`src/hdl/dem_hillshade_pixel_top_defines.svh`:
```
// ----------------------------------------------------------------------------
// dem_hillshade_pixel_top_defines.svh
// Assertion macros shared by the hillshade block.
// ----------------------------------------------------------------------------
`ifndef DEM_HILLSHADE_PIXEL_TOP_DEFINES_SVH
`define DEM_HILLSHADE_PIXEL_TOP_DEFINES_SVH

// Same-cycle implication, disabled during reset
`define DHS_ASSERT_IMP(lbl, ante, cons, msg) \
    lbl: assert property (@(posedge aclk) disable iff (!aresetn) (ante) |-> (cons)) else $error(msg);

// Next-cycle implication, disabled during reset
`define DHS_ASSERT_NXT(lbl, ante, cons, msg) \
    lbl: assert property (@(posedge aclk) disable iff (!aresetn) (ante) |=> (cons)) else $error(msg);

`endif

```
`src/hdl/dhs_pkg.sv`:
```
// ----------------------------------------------------------------------------
// dhs_pkg
// Types, widths and constants shared by the hillshade block.
// ----------------------------------------------------------------------------
package dhs_pkg;

    // Line buffer geometry
    localparam int MAX_WIDTH  = 4096;
    localparam int COL_W      = $clog2(MAX_WIDTH);
    localparam int H_W        = 17;
    localparam int SMP_W      = 18;

    // Job queue between front and back
    localparam int Q_DEPTH    = 4;
    localparam int QA_W       = $clog2(Q_DEPTH);
    localparam int QC_W       = $clog2(Q_DEPTH + 1);

    // Configuration port
    localparam int CFG_IDX_W  = 3;
    localparam int CFG_DATA_W = 20;

    // Shading datapath widths
    localparam int MUL_W      = 26;
    localparam int PROD_W     = 2 * MUL_W;
    localparam int MAG_W      = 47;
    localparam int NORM_BITS  = 24;
    localparam int ACC_W      = 44;
    localparam int SQ_W       = 50;
    localparam int ROOT_W     = 25;
    localparam int DIV_W      = SQ_W + 8;
    localparam int DIV_CNT_W  = 4;

    // Register reset values
    localparam logic [19:0]        RST_U_SCALE = 20'd256;
    localparam logic [19:0]        RST_V_SCALE = 20'd256;
    localparam logic signed [15:0] RST_LIGHT_X = 16'sd11585;
    localparam logic signed [15:0] RST_LIGHT_Y = 16'sd0;
    localparam logic signed [15:0] RST_LIGHT_Z = 16'sd11585;

    typedef enum logic [CFG_IDX_W-1:0] {
        REG_U_SCALE    = 3'd0,
        REG_V_SCALE    = 3'd1,
        REG_LIGHT_X    = 3'd2,
        REG_LIGHT_Y    = 3'd3,
        REG_LIGHT_Z    = 3'd4,
        REG_NODATA_EN  = 3'd5,
        REG_NODATA_LVL = 3'd6
    } cfg_idx_t;

    typedef struct packed {
        logic [19:0]        u_scale;
        logic [19:0]        v_scale;
        logic signed [15:0] light_x;
        logic signed [15:0] light_y;
        logic signed [15:0] light_z;
        logic               nodata_en;
        logic [H_W-1:0]     nodata_lvl;
    } cfg_t;

    // One shading request: sample bit 17 is the valid flag
    typedef struct packed {
        logic [SMP_W-1:0] ctr;
        logic [SMP_W-1:0] rgt;
        logic [SMP_W-1:0] low;
        logic             row_end;
        logic             frame_end;
        logic             last;
    } job_t;

    typedef enum logic [1:0] {
        F_IDLE,
        F_RD,
        F_EMIT
    } front_state_t;

    typedef enum logic [4:0] {
        B_IDLE,
        B_M0,
        B_M1,
        B_M2,
        B_M3,
        B_NORM,
        B_D0,
        B_D1,
        B_D2,
        B_D3,
        B_S1,
        B_S2,
        B_S3,
        B_SQN,
        B_L0,
        B_L1,
        B_L2,
        B_L3,
        B_SQL,
        B_DEN,
        B_DIV0,
        B_DIV,
        B_OUT
    } back_state_t;

endpackage

```
`src/hdl/dhs_queue.sv`:
```
// ----------------------------------------------------------------------------
// dhs_queue
// Small request queue between the line-buffer front and the shading back.
// ----------------------------------------------------------------------------
`include "dem_hillshade_pixel_top_defines.svh"

module dhs_queue (
    input  logic         aclk,
    input  logic         aresetn,
    input  logic         push,
    input  dhs_pkg::job_t din,
    output logic         full,
    input  logic         pop,
    output dhs_pkg::job_t dout,
    output logic         empty
);
    import dhs_pkg::*;

    job_t             buf_reg [Q_DEPTH];
    logic [QA_W-1:0]  wr_ptr_reg;
    logic [QA_W-1:0]  rd_ptr_reg;
    logic [QC_W-1:0]  count_reg;

    // Pointers and fill count
    always_ff @(posedge aclk) begin
        if (!aresetn) begin
            wr_ptr_reg <= '0;
            rd_ptr_reg <= '0;
            count_reg  <= '0;
        end else begin
            if (push) wr_ptr_reg <= wr_ptr_reg + 1'b1;
            if (pop)  rd_ptr_reg <= rd_ptr_reg + 1'b1;
            if (push && !pop)      count_reg <= count_reg + 1'b1;
            else if (pop && !push) count_reg <= count_reg - 1'b1;
        end
    end

    // Storage
    always_ff @(posedge aclk) begin
        if (push) buf_reg[wr_ptr_reg] <= din;
    end

    assign dout  = buf_reg[rd_ptr_reg];
    assign full  = (count_reg == QC_W'(Q_DEPTH));
    assign empty = (count_reg == '0);

    `DHS_ASSERT_IMP(a_no_overflow, push, !full, "request pushed into full queue")
    `DHS_ASSERT_IMP(a_no_underflow, pop, !empty, "request popped from empty queue")
    `DHS_ASSERT_NXT(a_count_up, push && !pop, count_reg == $past(count_reg) + 1'b1, "count did not grow")

endmodule

```
`config.mk`:
```
export PLATFORM = sky130hd
export DESIGN_NAME = dhs_queue
export DESIGN_NICKNAME = d
export VERILOG_FILES = /design/src/hdl/dhs_pkg.sv /design/src/hdl/dhs_queue.sv
export VERILOG_INCLUDE_DIRS = /design/src /design/src/hdl
export SDC_FILE = /design/constraint.sdc
export NUM_CORES = 1
export LEC_CHECK = 0
export ABC_AREA = 1
export BUFFER_PORTS_ARGS = -buffer_cell sky130_fd_sc_hd__buf_2
export CORE_MARGIN = 2
export CORE_UTILIZATION = 57
export CTS_CLUSTER_SIZE = 14
export DETAILED_ROUTE_END_ITERATION = 12
export PLACE_DENSITY = 0.79
export SLEW_MARGIN = 20
export SYNTH_ARGS = -nofsm -noshare
export SYNTH_HDL_FRONTEND = slang
export SYNTH_SLANG_ARGS = --single-unit
```
`constraint.sdc`:
```
create_clock -name aclk -period 3 [get_ports aclk]
set_clock_uncertainty 0.1 [all_clocks]
set_input_delay 0.15 -clock aclk [delete_from_list [all_inputs] [get_ports aclk]]
set_output_delay 0.15 -clock aclk [all_outputs]
set_load 0.01 [all_outputs]
```
==> reports/metrics.cfg <==
[min_path]
worstHoldStart = din[55]
min_to = buf_reg[0][55]
holdPathStages = 2
hp-class = input pin to flip-flop

[final_layout]
drive_gt1_share_pct = 21.2
largest_reg_flops = 228
num_antenna_cells = 0
nets = 853
multiInputGateArea_mm2 = 0.00156
num-fill-cells = 981
finalNonFillerCells = 991
design_area_mm2 = 0.0110
seqCellArea_mm2 = 0.00703
syn2layout_area_growth_pct = 23.6
final_util_pct = 72.0

[run_status]
run_status = finished clean

[timing]
slew_viol_final = 0
min_period_ps = 2550
finalCritPeriodShare_pct = 85.1
fmax_mhz = 392
grt_setup_unrepaired = false
maxSlewHeadroom_pct = 32.5
finalSetupViolations = 0
tightest_slew_ps = 1010
setup_tns_ps = 0
hold_violations = 0

[flow_run]
maxCapViolCount = 0

[global_routing]
grtUsageTotal_pct = 22.6
grt_max_degree = 115
grt_antenna_before_repair = 0
grt_pass1_wl_um = 28800
grt_overflow = 0
grt_pass1_vias = 5858

[floorplan]
die_width_um = 129
core_mm2 = 0.0152
die_area_mm2 = 0.0166
chipHeight_um = 129
fp-row-count = 45
start_util_pct = 58.3
io_pins = 120

[place]
placed_area_mm2 = 0.00959
placedCellCount = 889
gp_congestion = 0.731
io_buffers = 119
post-dp-hpwl_um = 9740

[yosys]
synth_common_cells = edfxtp_1, nor2_1, o21ai_0, o22ai_1, clkbuf_1
synth_cells = 609
synth-adder-area-share_pct = 0.932
synth_edf_count = 228
synth_mux_area_share_pct = 0
synthFlopType = edfxtp_1
synth_largest_area_cell = edfxtp_1
synth_simple_gate_area_share_pct = 5.66
syn_area_mm2 = 0.00886
yosys.area.top_type_share_pct = 77.3
yosysWarnings = 0
synth_area_leaders = edfxtp_1, o21ai_0, nor2_1, o22ai_1, dfxtp_1
syn-num-nets = 676
synth_cell_type_count = 19
synth_top_family_by_area = compound AO/OA/AOI/OAI gates
seq_area_frac_synth_pct = 79.3
yosysMostFrequentCell = edfxtp_1
synth-seq-cells = 237
synth_compound_area_share_pct = 11.0
synth_xor_area_share_pct = 0
synthArstFlopShare_pct = 0
syn_avg_cell_area_um2 = 14.6

[cts]
clk_pin_slew_ps = 60
htreeDepth = 1
root_buffer = clkbuf_16
cts_buffer_depth = 3
clock_latency_ps = 490
cts_tree = built
clkSinkCount = 237
numCtsBuffers = 23

[worst_setup_path]
reg2reg_setup_slack_ps = 1180
reg2regPathDepth = 5
arrival_ps = 2300
startpoint_type = flip-flop
crit_fanout = 68
r2r-end = buf_reg[0][40]
worstSetupPathType = flip-flop to output port
timing.rr.start = wr_ptr_reg[0]
endpoint_kind = output port
required_ps = 2750

[power]
leakagePower_nw = 3.93
powerDensity_mw_per_mm2 = 672
power_mw = 7.36
vdd_ir_drop_max_mv = 0.360

[drt]
drc = 0
detail-route-antenna-nets = 0
viasPerCell = 5.72
drtIter0Drc = 478
route.met2.wl_um = 9530
route.met3.wl_um = 1310
dr.pass1.iters = 5
routed.top_layer = met4
detail_route.wl_per_cell_um = 18.9
met1_length_um = 7530
drt_wl_total_um = 18700
vias = 5667

[routing by layer]
metal | track usage, % | vias to the layer above
met5 | 0 | -
met4 | 7.54 | 0
met3 | 3.99 | 37
met2 | 39.7 | 241
met1 | 28.7 | 2750
li1 | - | 2639
[power by group]
part	total (mW)	switching, mW	internal (mW)
Clock	2.83	1.15	1.68
Combinational	0.718	0.453	0.265
Sequential	3.82	0.0373	3.78
Total	7.36	1.64	5.72
[worst max-delay path, stage by stage, from the launching register on]
cell      delay (ps)
dfxtp_4          350
clkinv_2         480
buf_12           420
o21ai_0          220
o22ai_1          120
buf_2            160
[area by class of cell]
cell class,count,area share [%]
Clock buffer,30,5.86
Inverter,17,0.594
Multi-Input combinational cell,319,14.3
Tap cell,188,2.15
Sequential cell,237,64.2
Timing Repair Buffer,188,11.9
Clock inverter,12,1.01
[through the flow]
stage / hold WS (ps) / setup WS (ps)
floorplan: 149 / 790
global placement: 258 / 973
detailed placement: 268 / 865
CTS: 289 / 324
global route: 300 / 305
finish: 301 / 446
[cells by family (layout without fill, tap and decap cells)]
group / after synthesis / in the layout
buf+inv: 53 / 247
compound gates: 181 / 181
fa+ha+maj: 6 / 6
simple gates: 132 / 132
flops: 237 / 237
[worst max path at each step]
stage,slack [ps],start,cells after the start,endpoint
2_1_floorplan,790,wr_ptr_reg[0],4,buf_reg[2][0]
3_3_place_gp,970,flip-flop,4,dout[12]
3_5_place_dp,860,flip-flop,4,dout[14]
4_1_cts,320,flip-flop,4,dout[14]
5_1_grt,300,flip-flop,5,dout[56]
6_report,450,flip-flop,5,dout[56]
[cell usage in the layout, fill, tap and decap left out, drive strengths merged]
cell type,synthesis,final
nor2,119,119
inv,17,17
bufinv,0,2
nand2,9,9
clkinvlp,0,1
nor3,2,2
clkbuf,17,30
o22ai,57,57
clkinv,0,9
dlygate4sd3,0,60
o21ai,120,120
nand3,1,1
dfxtp,9,9
ha,5,5
fa,1,1
nand4,1,1
a21oi,4,4
edfxtp,228,228
buf,19,128
[what timing repair did]
| item | in CTS | in global routing |
|---|---|---|
| setup endpoints to repair | 0 | 0 |
| resized for setup | 0 | 0 |
| hold buffers | 60 | 0 |
| buffers inserted | 0 | 0 |
| endpoints found under the hold margin | 237 | 0 |
Note: power is estimated with default switching activity, not from simulation.
