`src/hdl/dem_hillshade_pixel_top_defines.svh`:
```
// ----------------------------------------------------------------------------
// dem_hillshade_pixel_top_defines.svh
// Assertion macros shared by the hillshade block.
// ----------------------------------------------------------------------------
`ifndef DEM_HILLSHADE_PIXEL_TOP_DEFINES_SVH
`define DEM_HILLSHADE_PIXEL_TOP_DEFINES_SVH

// Same-cycle implication, disabled during reset
`define DHS_ASSERT_IMP(lbl, ante, cons, msg) \
    lbl: assert property (@(posedge aclk) disable iff (!aresetn) (ante) |-> (cons)) else $error(msg);

// Next-cycle implication, disabled during reset
`define DHS_ASSERT_NXT(lbl, ante, cons, msg) \
    lbl: assert property (@(posedge aclk) disable iff (!aresetn) (ante) |=> (cons)) else $error(msg);

`endif

```
`src/hdl/dhs_pkg.sv`:
```
// ----------------------------------------------------------------------------
// dhs_pkg
// Types, widths and constants shared by the hillshade block.
// ----------------------------------------------------------------------------
package dhs_pkg;

    // Line buffer geometry
    localparam int MAX_WIDTH  = 4096;
    localparam int COL_W      = $clog2(MAX_WIDTH);
    localparam int H_W        = 17;
    localparam int SMP_W      = 18;

    // Job queue between front and back
    localparam int Q_DEPTH    = 4;
    localparam int QA_W       = $clog2(Q_DEPTH);
    localparam int QC_W       = $clog2(Q_DEPTH + 1);

    // Configuration port
    localparam int CFG_IDX_W  = 3;
    localparam int CFG_DATA_W = 20;

    // Shading datapath widths
    localparam int MUL_W      = 26;
    localparam int PROD_W     = 2 * MUL_W;
    localparam int MAG_W      = 47;
    localparam int NORM_BITS  = 24;
    localparam int ACC_W      = 44;
    localparam int SQ_W       = 50;
    localparam int ROOT_W     = 25;
    localparam int DIV_W      = SQ_W + 8;
    localparam int DIV_CNT_W  = 4;

    // Register reset values
    localparam logic [19:0]        RST_U_SCALE = 20'd256;
    localparam logic [19:0]        RST_V_SCALE = 20'd256;
    localparam logic signed [15:0] RST_LIGHT_X = 16'sd11585;
    localparam logic signed [15:0] RST_LIGHT_Y = 16'sd0;
    localparam logic signed [15:0] RST_LIGHT_Z = 16'sd11585;

    typedef enum logic [CFG_IDX_W-1:0] {
        REG_U_SCALE    = 3'd0,
        REG_V_SCALE    = 3'd1,
        REG_LIGHT_X    = 3'd2,
        REG_LIGHT_Y    = 3'd3,
        REG_LIGHT_Z    = 3'd4,
        REG_NODATA_EN  = 3'd5,
        REG_NODATA_LVL = 3'd6
    } cfg_idx_t;

    typedef struct packed {
        logic [19:0]        u_scale;
        logic [19:0]        v_scale;
        logic signed [15:0] light_x;
        logic signed [15:0] light_y;
        logic signed [15:0] light_z;
        logic               nodata_en;
        logic [H_W-1:0]     nodata_lvl;
    } cfg_t;

    // One shading request: sample bit 17 is the valid flag
    typedef struct packed {
        logic [SMP_W-1:0] ctr;
        logic [SMP_W-1:0] rgt;
        logic [SMP_W-1:0] low;
        logic             row_end;
        logic             frame_end;
        logic             last;
    } job_t;

    typedef enum logic [1:0] {
        F_IDLE,
        F_RD,
        F_EMIT
    } front_state_t;

    typedef enum logic [4:0] {
        B_IDLE,
        B_M0,
        B_M1,
        B_M2,
        B_M3,
        B_NORM,
        B_D0,
        B_D1,
        B_D2,
        B_D3,
        B_S1,
        B_S2,
        B_S3,
        B_SQN,
        B_L0,
        B_L1,
        B_L2,
        B_L3,
        B_SQL,
        B_DEN,
        B_DIV0,
        B_DIV,
        B_OUT
    } back_state_t;

endpackage

```
`src/hdl/dhs_back.sv`:
```
// ----------------------------------------------------------------------------
// dhs_back
// Shading unit: normal, normalization, dot product, norms and scaled quotient
// on one shared multiplier and one bit-serial square root.
// ----------------------------------------------------------------------------
module dhs_back (
    input  logic              aclk,
    input  logic              aresetn,
    input  dhs_pkg::cfg_t     cfg,
    input  dhs_pkg::job_t     q_data,
    input  logic              q_empty,
    output logic              q_pop,
    output logic              m_valid,
    input  logic              m_ready,
    output logic [7:0]        m_shade,
    output logic              m_shade_valid,
    output logic              m_out_row_end,
    output logic              m_out_frame_end,
    output logic              m_run_last
);
    import dhs_pkg::*;

    back_state_t             state_reg, state_next;
    job_t                    job_reg;
    logic signed [SMP_W-1:0] dz1_reg, dz2_reg;
    logic signed [PROD_W-1:0] prod_reg;
    logic [2:0]              sgn_reg;
    logic [MAG_W-1:0]        mag_reg [3];
    logic signed [ACC_W-1:0] acc_reg;
    logic [SQ_W-1:0]         sq_reg;
    logic [SQ_W-1:0]         rem_reg, r_reg, bit_reg;
    logic [ROOT_W-1:0]       nn_reg, nl_reg;
    logic [SQ_W-1:0]         den_reg, num_reg;
    logic [DIV_CNT_W-1:0]    cnt_reg;
    logic [8:0]              quot_reg;
    logic [7:0]              shade_reg;
    logic                    shv_reg;

    logic signed [MUL_W-1:0]  mul_a, mul_b;
    logic signed [PROD_W-1:0] prod_abs;
    logic [SQ_W-1:0]          r_bit, r_next, rem_next;
    logic                     sq_ge;
    logic [DIV_W-1:0]         trial;
    logic                     div_ge;
    logic [8:0]               quot_next;
    logic                     need_norm;
    logic                     all_valid;

    // Signed normal component from sign and magnitude
    function automatic logic signed [MUL_W-1:0] nval(input logic s, input logic [MAG_W-1:0] m);
        logic signed [MUL_W-1:0] t;
        t = $signed({2'b00, m[NORM_BITS-1:0]});
        return s ? -t : t;
    endfunction

    assign prod_abs  = prod_reg[PROD_W-1] ? -prod_reg : prod_reg;
    assign need_norm = (|mag_reg[0][MAG_W-1:NORM_BITS]) || (|mag_reg[1][MAG_W-1:NORM_BITS])
                       || (|mag_reg[2][MAG_W-1:NORM_BITS]);
    assign all_valid = q_data.ctr[SMP_W-1] && q_data.rgt[SMP_W-1] && q_data.low[SMP_W-1];

    // Square root step
    assign r_bit    = r_reg + bit_reg;
    assign sq_ge    = (rem_reg >= r_bit);
    assign r_next   = sq_ge ? ((r_reg >> 1) + bit_reg) : (r_reg >> 1);
    assign rem_next = sq_ge ? (rem_reg - r_bit) : rem_reg;

    // Restoring division step
    assign trial     = {8'b0, den_reg} << cnt_reg;
    assign div_ge    = ({8'b0, num_reg} >= trial);
    assign quot_next = quot_reg | (div_ge ? (9'd1 << cnt_reg) : 9'd0);

    // Shared multiplier, registered
    always_ff @(posedge aclk) begin
        prod_reg <= mul_a * mul_b;
    end

    // Multiplier operand select
    always_comb begin
        mul_a = '0;
        mul_b = '0;
        case (state_reg)
            B_M0: begin
                mul_a = $signed({6'b0, cfg.v_scale});
                mul_b = MUL_W'(dz1_reg);
            end
            B_M1: begin
                mul_a = $signed({6'b0, cfg.u_scale});
                mul_b = MUL_W'(dz2_reg);
            end
            B_M2: begin
                mul_a = $signed({6'b0, cfg.u_scale});
                mul_b = $signed({6'b0, cfg.v_scale});
            end
            B_D0: begin
                mul_a = nval(sgn_reg[0], mag_reg[0]);
                mul_b = MUL_W'(cfg.light_x);
            end
            B_D1: begin
                mul_a = nval(sgn_reg[1], mag_reg[1]);
                mul_b = MUL_W'(cfg.light_y);
            end
            B_D2: begin
                mul_a = nval(sgn_reg[2], mag_reg[2]);
                mul_b = MUL_W'(cfg.light_z);
            end
            B_D3: begin
                mul_a = nval(sgn_reg[0], mag_reg[0]);
                mul_b = nval(sgn_reg[0], mag_reg[0]);
            end
            B_S1: begin
                mul_a = nval(sgn_reg[1], mag_reg[1]);
                mul_b = nval(sgn_reg[1], mag_reg[1]);
            end
            B_S2: begin
                mul_a = nval(sgn_reg[2], mag_reg[2]);
                mul_b = nval(sgn_reg[2], mag_reg[2]);
            end
            B_L0: begin
                mul_a = MUL_W'(cfg.light_x);
                mul_b = MUL_W'(cfg.light_x);
            end
            B_L1: begin
                mul_a = MUL_W'(cfg.light_y);
                mul_b = MUL_W'(cfg.light_y);
            end
            B_L2: begin
                mul_a = MUL_W'(cfg.light_z);
                mul_b = MUL_W'(cfg.light_z);
            end
            B_DEN: begin
                mul_a = $signed({1'b0, nn_reg});
                mul_b = $signed({1'b0, nl_reg});
            end
            default: begin
                mul_a = '0;
                mul_b = '0;
            end
        endcase
    end

    // State register
    always_ff @(posedge aclk) begin
        if (!aresetn) state_reg <= B_IDLE;
        else          state_reg <= state_next;
    end

    // Datapath
    always_ff @(posedge aclk) begin
        case (state_reg)
            B_IDLE: begin
                if (!q_empty) begin
                    job_reg   <= q_data;
                    dz1_reg   <= $signed({q_data.rgt[H_W-1], q_data.rgt[H_W-1:0]})
                               - $signed({q_data.ctr[H_W-1], q_data.ctr[H_W-1:0]});
                    dz2_reg   <= $signed({q_data.low[H_W-1], q_data.low[H_W-1:0]})
                               - $signed({q_data.ctr[H_W-1], q_data.ctr[H_W-1:0]});
                    shade_reg <= 8'd0;
                    shv_reg   <= 1'b0;
                end
            end
            B_M1, B_M2: begin
                // n = -(scale * dz) * 256
                sgn_reg[state_reg == B_M2] <= !prod_reg[PROD_W-1] && (prod_reg != '0);
                mag_reg[state_reg == B_M2] <= {prod_abs[MAG_W-9:0], 8'b0};
            end
            B_M3: begin
                sgn_reg[2] <= 1'b0;
                mag_reg[2] <= prod_reg[MAG_W-1:0];
            end
            B_NORM: begin
                if (need_norm) begin
                    mag_reg[0] <= mag_reg[0] >> 1;
                    mag_reg[1] <= mag_reg[1] >> 1;
                    mag_reg[2] <= mag_reg[2] >> 1;
                end
            end
            B_D1: acc_reg <= prod_reg[ACC_W-1:0];
            B_D2: acc_reg <= acc_reg + prod_reg[ACC_W-1:0];
            B_D3: acc_reg <= acc_reg + prod_reg[ACC_W-1:0];
            B_S1, B_L1: sq_reg <= prod_reg[SQ_W-1:0];
            B_S2, B_L2: sq_reg <= sq_reg + prod_reg[SQ_W-1:0];
            B_S3, B_L3: begin
                rem_reg <= sq_reg + prod_reg[SQ_W-1:0];
                r_reg   <= '0;
                bit_reg <= SQ_W'(1) << (SQ_W - 2);
            end
            B_SQN, B_SQL: begin
                rem_reg <= rem_next;
                r_reg   <= r_next;
                bit_reg <= bit_reg >> 2;
                if (bit_reg == SQ_W'(1)) begin
                    if (state_reg == B_SQN) nn_reg <= r_next[ROOT_W-1:0];
                    else                    nl_reg <= r_next[ROOT_W-1:0];
                end
            end
            B_DIV0: begin
                den_reg   <= prod_reg[SQ_W-1:0];
                num_reg   <= {SQ_W'(acc_reg) << 8} - SQ_W'(acc_reg);
                cnt_reg   <= DIV_CNT_W'(8);
                quot_reg  <= '0;
                shade_reg <= 8'd0;
                shv_reg   <= 1'b1;
            end
            B_DIV: begin
                if (div_ge) num_reg <= num_reg - trial[SQ_W-1:0];
                quot_reg <= quot_next;
                cnt_reg  <= cnt_reg - 1'b1;
                if (cnt_reg == '0) shade_reg <= quot_next[8] ? 8'hFF : quot_next[7:0];
            end
            default: ;
        endcase
    end

    // Next state
    always_comb begin
        state_next = state_reg;
        case (state_reg)
            B_IDLE: if (!q_empty) state_next = all_valid ? B_M0 : B_OUT;
            B_M0:   state_next = B_M1;
            B_M1:   state_next = B_M2;
            B_M2:   state_next = B_M3;
            B_M3:   state_next = B_NORM;
            B_NORM: if (!need_norm) state_next = B_D0;
            B_D0:   state_next = B_D1;
            B_D1:   state_next = B_D2;
            B_D2:   state_next = B_D3;
            B_D3:   state_next = B_S1;
            B_S1:   state_next = B_S2;
            B_S2:   state_next = B_S3;
            B_S3:   state_next = B_SQN;
            B_SQN:  if (bit_reg == SQ_W'(1)) state_next = B_L0;
            B_L0:   state_next = B_L1;
            B_L1:   state_next = B_L2;
            B_L2:   state_next = B_L3;
            B_L3:   state_next = B_SQL;
            B_SQL:  if (bit_reg == SQ_W'(1)) state_next = B_DEN;
            B_DEN:  state_next = B_DIV0;
            // Dark side or degenerate norm gives zero shade
            B_DIV0: state_next = (acc_reg[ACC_W-1] || (acc_reg == '0) || (prod_reg == '0))
                                 ? B_OUT : B_DIV;
            B_DIV:  if (cnt_reg == '0) state_next = B_OUT;
            B_OUT:  if (m_ready) state_next = B_IDLE;
            default: state_next = B_IDLE;
        endcase
    end

    // Outputs
    always_comb begin
        q_pop           = (state_reg == B_IDLE) && !q_empty;
        m_valid         = (state_reg == B_OUT);
        m_shade         = shade_reg;
        m_shade_valid   = shv_reg;
        m_out_row_end   = job_reg.row_end;
        m_out_frame_end = job_reg.frame_end;
        m_run_last      = job_reg.last;
    end

endmodule
```
`config.mk`:
```
export PLATFORM = sky130hd
export DESIGN_NAME = dhs_back
export DESIGN_NICKNAME = d
export VERILOG_FILES = /design/src/hdl/dem_hillshade_pixel_top_defines.svh /design/src/hdl/dhs_pkg.sv /design/src/hdl/dhs_back.sv
export SDC_FILE = /design/constraint.sdc
export NUM_CORES = 2
export LEC_CHECK = 0
export ABC_AREA = 1
export BUFFER_PORTS_ARGS = -buffer_cell sky130_fd_sc_hd__buf_2
export CAP_MARGIN = 20
export CORE_MARGIN = 2
export CORE_UTILIZATION = 50
export DETAILED_ROUTE_END_ITERATION = 8
export HOLD_SLACK_MARGIN = 0.08
export PLACE_DENSITY = 0.68
export SYNTH_ARGS = -nofsm -noshare
export SYNTH_HDL_FRONTEND = slang
export SYNTH_SLANG_ARGS = --single-unit
```
`constraint.sdc`:
```
create_clock -name aclk -period 12.6 [get_ports aclk]
set_clock_uncertainty 0.05 [all_clocks]
set_input_delay 2.52 -clock aclk [delete_from_list [all_inputs] [get_ports aclk]]
set_output_delay 2.52 -clock aclk [all_outputs]
set_load 0.05 [all_outputs]
```
==> impl_metrics.yaml <==
synthesis:
  synth_commonest_cells: "nand2_1 (2883), inv_1 (2160), nor2_1 (1019)"
  async_flop_share_pct: 0
  synth_edf_count: 571
  synthTopCellsByArea: "edfxtp_1 (21%), fa_1 (18%), nand2_1 (13%)"
  synth_top_area_share_pct: 21.0
  synth_area_sq_um: 81500
  syn_area_per_cell_sq_um: 7.19
  ys_ff_latch: 630
  ys_seq_area_share_pct: 22.5
  syn-num-nets: 12700
  synth_most_common_cell: "nand2_1"
  yosysWarningCount: 0
  yosysUniqueCellTypes: 69
  ys.flop_type: "edfxtp_1"
  syn_inst: 11300
  synth.largest_area_cell: "edfxtp_1"
sta:
  max_slew.worst_pin.slew_ns: 1.14
  hold-worst-slack_ns: 0.451
  period_share_pct: 83.1
  rsz0062_at_grt: "false"
  setup_viol: 0
  period_needed_ns: 10.47
  slew_viol_final: 0
  hold_violations: 0
  max_freq_ghz: 0.0955
  fin_ws_ns: 2.13
  slew_headroom_pct: 24.2
  finalSetupTns_ns: 0
cts:
  ctsResizeCount: 0
  cts_max_level: 3
  cts.sinks: 630
  path_clk_slew_ns: 0.06
  cts_hold_buf: 0
  clock_path_buffers: 3
  cts_made_buffers: 82
  cts_tree: "yes"
  cts_setup_buffers: 0
  cts_root_buffer: "clkbuf_16"
  clk_latency_ns: 0.70
critical_path:
  start_kind: "flop"
  critPathMaxFanout: 24
  crit_path_frequent_cell: "fa_1"
  criticalPathCategory: "reg -> reg"
  crit_buf_inv: 4
  worstPathArrival_ns: 11.03
  worstPathRequired_ns: 13.16
  path_delay_family: "adder cells"
  max_stage_delay_ns: 0.91
  cp-end-kind: "flop"
  slowest_stage: "dfxtp_1"
  reg2reg_slack_ns: 2.13
run_status:
  status: "finished clean"
placement:
  io_buffers: 162
  place.gp.congestion: 1.04
  preCtsSetupSlack_ns: 1.81
  place_hpwl_um: 255000
floorplan:
  boundaryPins: 181
  row_count: 148
  core_area_sq_um: 162000
  initial_core_util_pct: 50.2
  die_y_um: 408
  die_area_sq_um: 166000
  die_w_um: 408
global_route:
  grt_usage_pct: 37.2
  overflow: 0
  antenna_found_initial: 18
  grt_pass1_vias: 77300
  grt_pass1_wl_um: 469000
  grt_max_degree: 76
detailed_routing:
  drcViolationCount: 0
  drt_wl_total_um: 315000
  drt_first_pass_iters: 8
  ant_nets: 0
  drtIter0Drc: 8128
  post_drt_via_cell_ratio: 5.75
  via_count: 78700
  wl_per_cell_um: 23.0
final_layout:
  area_growth_syn_to_layout_pct: 7.39
  fin_nets: 12800
  largest_reg_flops: 141
  drive_gt1_share_pct: 5.03
  final_util_pct: 53.9
hold_path:
  hp-class: "reg -> reg"
run:
  max_cap_violations: 0
-- metal layers --
layer,vias to the layer above,wire (um),global-route usage (%)
met5,-,45,0
met4,6,20300,20.0
met3,850,30700,7.55
met2,3972,142000,59.5
met1,37500,122000,47.3
li1,36400,-,-
-- per-stage QoR --
stage | cells | cell area (sq um)
2_1_floorplan | 11300 | 81500
3_3_place_gp | 13500 | 84700
3_5_place_dp | 13500 | 84700
4_1_cts | 13700 | 87300
5_1_grt | 13700 | 87500
6_report | 13700 | 87500
-- area by class of cell --
type | count | area (sq um)
Fill cell | 16100 | 74700
Timing Repair Buffer | 291 | 1870
Multi-Input combinational cell | 8234 | 53700
Sequential cell | 630 | 18300
Antenna cell | 17 | 42.5
Tap cell | 2175 | 2720
Inverter | 2194 | 8250
Clock buffer | 99 | 2130
Clock inverter | 51 | 473
-- worst reg2reg max path: stages (launching register included) --
cell	delay, ns
dfxtp_1	0.91
nor2_2	0.23
nand2_2	0.50
buf_4	0.37
nand2_2	0.45
a211oi_1	0.77
nand3_2	0.83
nand2_1	0.34
fa_1	0.48
fa_1	0.55
inv_1	0.05
fa_1	0.45
fa_1	0.45
fa_1	0.47
fa_1	0.56
inv_1	0.05
fa_1	0.53
inv_1	0.06
ha_1	0.40
nand2_1	0.14
nor2_1	0.23
nand4_1	0.11
o21ai_0	0.54
a21oi_1	0.31
o21ai_0	0.37
xor2_1	0.17
-- cell usage in the layout, fill, tap and decap left out, types with 33 or more instances in the layout --
cell type and count:
a31oi_1 35, inv_1 2160, buf_2 162, a21o_1 44, a21oi_1 589, buf_4 122, nor3_1 131, nand4_1 177
nand3b_1 40, fa_1 716, edfxtp_1 571, o211ai_1 37, or2_2 33, clkbuf_16 82, o21ai_0 733, o21bai_1 59
nand3_1 611, xnor2_1 109, xor2_1 189, ha_1 475, dfxtp_1 59, nand2_1 2877, nor2_1 1013, nor4_1 33
o22ai_1 62
-- path summary, 6_finish.rpt --
path | start | end | depth (start not counted)
max | state_reg[2]$_SDFFE_PN0P_ | prod_reg[50]$_DFF_P_ | 25
min | mag_reg[0][46]$_SDFFE_PP0P_ | mag_reg[0][46]$_SDFFE_PP0P_ | 2
max reg2reg | state_reg[2]$_SDFFE_PN0P_ | prod_reg[50]$_DFF_P_ | 25
min reg2reg | mag_reg[0][46]$_SDFFE_PP0P_ | mag_reg[0][46]$_SDFFE_PP0P_ | 2
-- cells by family after synthesis --
family	synth area share [%]
compound gates	11.4
fa+ha+maj	24.9
flops	22.5
simple gates	25.9
xor+xnor	3.20
mux	0.369
buf+inv	11.8
Power is left out: the tool's default activity adds up to more than one toggle a clock period on the data nets, which glitch-free logic cannot reach.
